<file path="config.mk">
export PLATFORM = sky130hd
export DESIGN_NAME = dna_div_step
export DESIGN_NICKNAME = d
export VERILOG_FILES = /design/src/design/dual_number_alu_defines.svh /design/src/design/dna_div_step.sv
export SDC_FILE = /design/constraint.sdc
export NUM_CORES = 1
export LEC_CHECK = 0
export BUFFER_PORTS_ARGS = -buffer_cell sky130_fd_sc_hd__buf_2
export CORE_UTILIZATION = 30
export CTS_BUF_LIST = sky130_fd_sc_hd__clkbuf_16
export DETAILED_ROUTE_END_ITERATION = 8
export GPL_TIMING_DRIVEN = 0
export PLACE_DENSITY = 0.65
export SKIP_CTS_REPAIR_TIMING = 1
export SYNTH_ARGS = -nofsm -noshare
export SYNTH_HDL_FRONTEND = slang
export SYNTH_SLANG_ARGS = --single-unit
export TNS_END_PERCENT = 50
</file>
<file path="constraint.sdc">
create_clock -name clk -period 3.8 [get_ports clk]
set_clock_uncertainty 0.1 [all_clocks]
set_input_delay 0.76 -clock clk [delete_from_list [all_inputs] [get_ports clk]]
set_output_delay 0.76 -clock clk [all_outputs]
set_load 0.05 [all_outputs]
</file>
<file path="src/design/dual_number_alu_defines.svh">
// Assertion macros shared by the dual number ALU.
// No dependencies; expects clk and rst_n in the including scope.
`ifndef DUAL_NUMBER_ALU_DEFINES_SVH
`define DUAL_NUMBER_ALU_DEFINES_SVH

// same-cycle implication, disabled during reset
`define DNA_ASSERT_IMP(lbl, ante, cons) \
  lbl: assert property (@(posedge clk) disable iff (!rst_n) (ante) |-> (cons)) \
    else $error("dual number ALU check failed");

// next-cycle implication, disabled during reset
`define DNA_ASSERT_NXT(lbl, ante, cons) \
  lbl: assert property (@(posedge clk) disable iff (!rst_n) (ante) |=> (cons)) \
    else $error("dual number ALU check failed");

`endif

</file>
<file path="src/design/dna_div_step.sv">
// One registered step of a restoring divider: one quotient bit per stage.
// Depends on nothing; instanced per stage by dual_number_alu.
module dna_div_step #(
  parameter int RW = 32,  // remainder / divisor width
  parameter int QW = 32   // dividend low bits, becoming the quotient
) (
  input  logic          clk,
  input  logic [RW-1:0] rem_i,
  input  logic [RW-1:0] den_i,
  input  logic [QW-1:0] nq_i,
  output logic [RW-1:0] rem_o,
  output logic [RW-1:0] den_o,
  output logic [QW-1:0] nq_o
);

  logic [RW:0]   trial;
  logic [RW:0]   diff;
  logic          ge;
  logic [RW-1:0] rem_nxt;
  logic [QW-1:0] nq_nxt;
  logic [RW-1:0] rem_r;
  logic [RW-1:0] den_r;
  logic [QW-1:0] nq_r;

  // bring down the next dividend bit and try the subtraction
  always_comb begin
    trial   = {rem_i, nq_i[QW-1]};
    diff    = trial - {1'b0, den_i};
    ge      = (trial >= {1'b0, den_i});
    rem_nxt = ge ? diff[RW-1:0] : trial[RW-1:0];
    nq_nxt  = {nq_i[QW-2:0], ge};
  end

  always_ff @(posedge clk) begin
    rem_r <= rem_nxt;
    den_r <= den_i;
    nq_r  <= nq_nxt;
  end

  assign rem_o = rem_r;
  assign den_o = den_r;
  assign nq_o  = nq_r;

endmodule
</file>
==> impl_summary.log, run 1 <==
INFO  metric outcome = complete, no violations
INFO  metric clock_network_power_share = 0.303
INFO  metric grt_pass1_vias = 3597
INFO  metric antenna_found_initial = 0
INFO  metric p_seq_frac = 0.367
INFO  metric placeableCoreArea = 13800 µm²
INFO  metric final_nets = 788
INFO  metric die-height = 121 µm
INFO  metric post-synth-top-area-fraction = 0.452
INFO  metric dr.first_iter.drc_count = 155
INFO  metric synth_enable_flop_cells = 0
INFO  metric post_place_worst_slack = 172 ps
INFO  metric viasPerCell = 4.53
INFO  metric p_per_area = 543 nW/µm²
INFO  metric layout_worst_path_cycle_share = 0.875
INFO  metric worstPathMaxFanout = 7
INFO  metric worst-endpoint-arrival = 3470 ps
INFO  metric insertedDiodeCount = 0
INFO  metric syn_to_final_growth = 35.2%
INFO  metric power_leakage = 2.88 nW
INFO  metric vias = 3816
INFO  metric drt-wirelength-per-cell = 12.9 µm
INFO  metric maxClockFrequency = 301 MHz
INFO  metric p_sw_frac = 0.374
INFO  metric synth.area.top_cells = sky130_fd_sc_hd__dfxtp_1 (45%), sky130_fd_sc_hd__ha_1 (9.4%), sky130_fd_sc_hd__a21oi_1 (6.4%)
INFO  metric numPlacedInstances = 827
INFO  metric cpMaxStageDelayCell = sky130_fd_sc_hd__a2111oi_0
INFO  metric yosys-top-cells-count = sky130_fd_sc_hd__dfxtp_1 (96), sky130_fd_sc_hd__a21oi_1 (54), sky130_fd_sc_hd__inv_1 (46), sky130_fd_sc_hd__nor2_1 (37), sky130_fd_sc_hd__ha_1 (32)
INFO  metric row_count = 43
INFO  metric p_comb_frac = 0.330
INFO  metric drv_cap = 0
INFO  metric path_delay_family = compound AO/OA/AOI/OAI gates
INFO  metric post-synth-top-area-cell = sky130_fd_sc_hd__dfxtp_1
INFO  metric antenna_violating_nets_post_route = 0
INFO  metric layout.cells.non_filler = 843
INFO  metric yosysSeqAreaShare = 0.452
INFO  metric slew_violations = 0
INFO  metric sink_count = 96
INFO  metric avgSynthCellArea = 9.34 µm²
INFO  metric post-dp-hpwl = 8750 µm
INFO  metric slew-limit-headroom = 0.468
INFO  metric synth-main-ff-cell = sky130_fd_sc_hd__dfxtp_1
INFO  metric floorplan.initialDensity = 0.307
INFO  metric post_route_cells_drive_above_1_share = 0.351
INFO  metric crit_path_frequent_cell = sky130_fd_sc_hd__a2111oi_0
INFO  metric yosysWarningCount = 0
INFO  metric final_wirelength = 10900 µm
INFO  metric tritoncts.num_buffers = 9
INFO  metric clkTransAtPathRegs = 70 ps
INFO  metric syn_nets = 585
INFO  metric hold_depth = 1
INFO  metric p_sw = 1.17 mW
INFO  metric cp-endpoint = rem_o[31]
INFO  metric clockBufferDepth = 2
INFO  metric post_route_minimum_period = 3330 ps
INFO  metric synth-async-reset-ratio = 0
INFO  metric cp.buffers_inverters = 2
INFO  metric utilization = 0.416
INFO  metric cts_tree = yes
INFO  metric setup_slack_of_the_critical_path_after_layout = 474 ps
INFO  metric die_area = 14600 µm²
INFO  metric totalNegativeSetupSlack = 0 ps
INFO  metric min_path_type = in -> reg
INFO  metric yosys.cell_count.top_type = sky130_fd_sc_hd__dfxtp_1
INFO  metric drt_pre_antenna_iters = 4
INFO  metric cp_cell_sequence = buf_2 -> ha_1 -> clkbuf_1 -> a21oi_1 -> o21ai_1 -> a2111oi_0 -> nor2_1 -> a2111oi_0 -> o31ai_1 -> xor2_1 -> mux2_4
INFO  metric route.detailed.drc = 0
INFO  metric netlist-cell-type-count = 49
INFO  metric htree_num_levels = 3
INFO  metric rsz0062_at_grt = false
INFO  metric tightest_slew = 796 ps
INFO  metric p_int = 1.96 mW
INFO  metric finalWeightedCongestion = 0.865
INFO  metric critical_path.startpoint_type = input port
INFO  metric timing.hold.ws = 404 ps
INFO  metric die_w = 121 µm
INFO  metric crit_required = 3940 ps
INFO  metric ys_seq_elements = 96
INFO  metric critical_path_cell_count = 11
INFO  metric power.ir.vdd_worst = 263 µV
INFO  metric grt_first_pass_wirelength = 17000 µm
INFO  metric buffer_ports.inserted = 192
INFO  metric synthesis.instances = 455
INFO  metric ioPinCount = 193
INFO  metric globalRouteOverflowTotal = 0
INFO  metric critical_path.endpoint_type = flip-flop
INFO  metric timing_hold_violations_final = 0
INFO  metric clk_tree_root_cell = sky130_fd_sc_hd__clkbuf_16
INFO  metric startpoint = rem_i[5]
INFO  metric grt_start_max_net_pins = 19
INFO  metric setup.worst_path.class = in -> reg
INFO  metric total_global_routing_track_utilization = 0.151
INFO  metric synth_area = 4250 µm²
INFO  metric report.final.setup_viol = 0
INFO  metric crit_path_max_incr_delay = 680 ps
layout make-up:
class | instances | area (µm²)
Multi-Input combinational cell | 296 | 2040
Clock inverter | 7 | 86.3
Timing Repair Buffer | 192 | 961
Tap cell | 180 | 225
Fill cell | 1377 | 8080
Sequential cell | 96 | 1920
Buffer | 17 | 111
Inverter | 46 | 173
Clock buffer | 9 | 225
power groups by stage:
stage               combinational (mW)  clock, mW  sequential, mW
floorplan                        0.364          0            1.58
global placement                  1.04          0            1.16
detailed placement                1.03          0            1.17
CTS                               1.04      0.977            1.15
global route                      1.11       1.02            1.16
finish                            1.03      0.946            1.14
metal layers:
| layer | vias up | share of wire | GRT usage |
|---|---|---|---|
| li1 | 1967 | - | - |
| met1 | 1702 | 0.46 | 0.186 |
| met2 | 134 | 0.44 | 0.241 |
| met3 | 13 | 0.080 | 0.0451 |
| met4 | 0 | 0.018 | 0.0733 |
| met5 | - | 0 | 0 |
worst min path at each step:
stage,startpoint,slack [ps],to
after floorplan,den_i[0],690,den_o[0]
final,nq_i[0],400,nq_o[1]
after CTS,nq_i[16],380,nq_o[17]
after global routing,nq_i[21],390,nq_o[22]
after global placement,nq_i[28],760,nq_o[29]
after detailed placement,nq_i[16],760,nq_o[17]
flip-flops by register name (all words and copies together) (netlist names):
signal,cells
den_o,32
nq_o,32
rem_o,32
cell families (layout without fill, tap and decap cells):
group	after synthesis	after routing	share of synthesized area
simple gates	107	107	0.123
buf+inv	63	271	0.0668
xor+xnor	26	26	0.0536
mux	10	10	0.0330
fa+ha+maj	33	33	0.0989
flops	96	96	0.452
compound gates	120	120	0.172
layout by cell type, fill, tap and decap left out, types with 9 or more instances in the layout:
master / n
sky130_fd_sc_hd__nor2_1: 37
sky130_fd_sc_hd__dfxtp_1: 96
sky130_fd_sc_hd__ha_1: 32
sky130_fd_sc_hd__clkbuf_16: 9
sky130_fd_sc_hd__xor2_1: 10
sky130_fd_sc_hd__inv_1: 46
sky130_fd_sc_hd__nand2_1: 24
sky130_fd_sc_hd__a21oi_1: 54
sky130_fd_sc_hd__o21ai_0: 17
sky130_fd_sc_hd__xnor2_1: 16
sky130_fd_sc_hd__buf_2: 197
through the flow:
stage | power [mW] | cell area [µm²]
CTS | 3.16 | 5750
detailed placement | 2.20 | 5440
floorplan | 1.95 | 4250
finish | 3.12 | 5750
global placement | 2.20 | 5440
global route | 3.29 | 5750
No activity file was read; power rests on OpenSTA's default activity.
==> inputs of run 2 (changes only) <==
--- a/config.mk
+++ b/config.mk
@@ -6,11 +6,11 @@
 export NUM_CORES = 1
 export LEC_CHECK = 0
 export BUFFER_PORTS_ARGS = -buffer_cell sky130_fd_sc_hd__buf_2
-export CORE_UTILIZATION = 30
+export CORE_UTILIZATION = 47
 export CTS_BUF_LIST = sky130_fd_sc_hd__clkbuf_16
 export DETAILED_ROUTE_END_ITERATION = 8
 export GPL_TIMING_DRIVEN = 0
-export PLACE_DENSITY = 0.65
+export PLACE_DENSITY = 0.8
 export SKIP_CTS_REPAIR_TIMING = 1
 export SYNTH_ARGS = -nofsm -noshare
 export SYNTH_HDL_FRONTEND = slang
==> run 2 against run 1 <==
  * Non-clock buffer count did not move
  * Combinational power barely moved
  * Sequential share of layout area grew 0.71 points
  * Worst setup slack worse by 5.8 ps
  * Critical path depth unchanged
  * Global-route usage rose by 8.4 points
  * First-iteration DRC count is 7.7% lower
  * Via count grew 3.5%
  * Sequential cell count is the same
  * Design area fell by 2.1%
  * Largest power group unchanged
==> impl_summary.log, run 2 (synthesis results as in run 1) <==
INFO  metric layout_worst_path_cycle_share = 0.877
INFO  metric sink_count = 96
INFO  metric power.ir.vdd_worst = 229 µV
INFO  metric route.detailed.drc = 0
INFO  metric clock_network_power_share = 0.283
INFO  metric syn_to_final_growth = 32.4%
INFO  metric drv_cap = 0
INFO  metric post_place_worst_slack = 177 ps
INFO  metric tritoncts.num_buffers = 9
INFO  metric grt_start_max_net_pins = 18
INFO  metric drt-wirelength-per-cell = 14.4 µm
INFO  metric clkTransAtPathRegs = 70 ps
INFO  metric outcome = complete, no violations
INFO  metric die-height = 97.1 µm
INFO  metric met1_usage = 0.276
INFO  metric setup.worst_path.class = in -> reg
INFO  metric worstPathMaxFanout = 7
INFO  metric viasPerCell = 5.12
INFO  metric total_power = 3.05 mW
INFO  metric final_cell_mix = sky130_fd_sc_hd__buf_2 (197), sky130_fd_sc_hd__dfxtp_1 (96), sky130_fd_sc_hd__a21oi_1 (54)
INFO  metric p_seq_frac = 0.377
INFO  metric dr.first_iter.drc_count = 143
INFO  metric p_per_area = 541 nW/µm²
INFO  metric worst-endpoint-arrival = 3460 ps
INFO  metric report.final.setup_viol = 0
INFO  metric die_area = 9420 µm²
INFO  metric p_sw_frac = 0.382
INFO  metric slew-limit-headroom = 0.383
INFO  metric use_met3 = 0.0511
INFO  metric rsz0062_at_grt = false
INFO  metric layout_commonest_cell = sky130_fd_sc_hd__buf_2
INFO  metric post_route_cells_drive_above_1_share = 0.350
INFO  metric antenna_found_initial = 0
INFO  metric numPlacedInstances = 755
INFO  metric ioPinCount = 193
INFO  metric totalNegativeSetupSlack = 0 ps
INFO  metric htree_num_levels = 3
INFO  metric power_leakage = 2.86 nW
INFO  metric min_path_type = in -> reg
INFO  metric critical_path.startpoint_type = input port
INFO  metric tightest_slew = 923 ps
INFO  metric placeableCoreArea = 8720 µm²
INFO  metric vias = 3948
INFO  metric timing.hold.ws = 417 ps
INFO  metric p_sw = 1.16 mW
INFO  metric insertedDiodeCount = 0
INFO  metric final_wirelength = 11100 µm
INFO  metric finalWeightedCongestion = 0.842
INFO  metric clockBufferDepth = 2
INFO  metric drt_pre_antenna_iters = 4
INFO  metric p_comb_frac = 0.341
INFO  metric utilization = 0.645
INFO  metric layout.cells.non_filler = 771
INFO  metric total_global_routing_track_utilization = 0.235
INFO  metric floorplan.initialDensity = 0.487
INFO  metric setup_slack_of_the_critical_path_after_layout = 468 ps
INFO  metric grt_first_pass_wirelength = 17900 µm
INFO  metric crit_required = 3930 ps
INFO  metric post_route_minimum_period = 3330 ps
INFO  metric num-fill-cells = 742
INFO  metric buffer_ports.inserted = 192
INFO  metric detailed_place.area = 5350 µm²
INFO  metric hold_depth = 1
INFO  metric maxClockFrequency = 300 MHz
INFO  metric final_nets = 788
INFO  metric die_w = 97.1 µm
INFO  metric antenna_violating_nets_post_route = 0
INFO  metric post-dp-hpwl = 8740 µm
INFO  metric globalRouteOverflowTotal = 0
INFO  metric p_int = 1.88 mW
INFO  metric grt.met2_usage = 0.425
INFO  metric grt-busiest-layer = met2
INFO  metric sequential_cell_area = 1920 µm²
INFO  metric grt_pass1_vias = 3921
INFO  metric slew_violations = 0
INFO  metric critical_path.endpoint_type = flip-flop
INFO  metric clk_tree_root_cell = sky130_fd_sc_hd__clkbuf_16
INFO  metric cts_tree = yes
INFO  metric row_count = 34
INFO  metric timing_hold_violations_final = 0
INFO  metric multi_input_comb_area = 2040 µm²
INFO  metric stdcell_area = 5630 µm²
## run 2: cell count changes in the layout (fill, tap and decap cells not counted)
cell | before | now
sky130_fd_sc_hd__inv_1 | 46 | 47
sky130_fd_sc_hd__bufinv_16 | 1 | 0
sky130_fd_sc_hd__inv_6 | 2 | 0
sky130_fd_sc_hd__clkinvlp_4 | 1 | 4
sky130_fd_sc_hd__clkinv_4 | 1 | 0
## run 2: final timing paths
kind / start / to / slack [ps]
setup / recovery: rem_i[5] / rem_o[23] / 470
hold / removal: nq_i[10] / nq_o[11] / 420
## run 2: area by class of cell
type	instances	area share
Clock buffer	9	0.0400
Clock inverter	7	0.0100
Multi-Input combinational cell	296	0.363
Timing Repair Buffer	192	0.171
Inverter	46	0.0307
Sequential cell	96	0.342
Tap cell	108	0.0240
Buffer	17	0.0198
## run 2: routing by layer
layer,wire [µm],share of wire
met1,4550,0.41
met2,5670,0.51
met3,714,0.064
met4,160,0.014
met5,0,0
## run 2: power by group through the flow
stage	Clock, mW	Combinational, mW	Sequential (mW)
CTS	0.882	1.04	1.15
floorplan	0	0.364	1.58
detailed placement	0	1.03	1.17
global placement	0	1.02	1.17
global route	0.919	1.10	1.16
finish	0.861	1.04	1.15
## run 2: critical path, cell delays in order
cell and delay (ps):
sky130_fd_sc_hd__buf_2 110, sky130_fd_sc_hd__ha_1 290, sky130_fd_sc_hd__clkbuf_1 190, sky130_fd_sc_hd__a21oi_1 200, sky130_fd_sc_hd__o21ai_1 110, sky130_fd_sc_hd__a2111oi_1 800
sky130_fd_sc_hd__nor3_1 170, sky130_fd_sc_hd__nor2_1 280, sky130_fd_sc_hd__o21bai_1 130, sky130_fd_sc_hd__xor2_1 150, sky130_fd_sc_hd__mux2_4 260
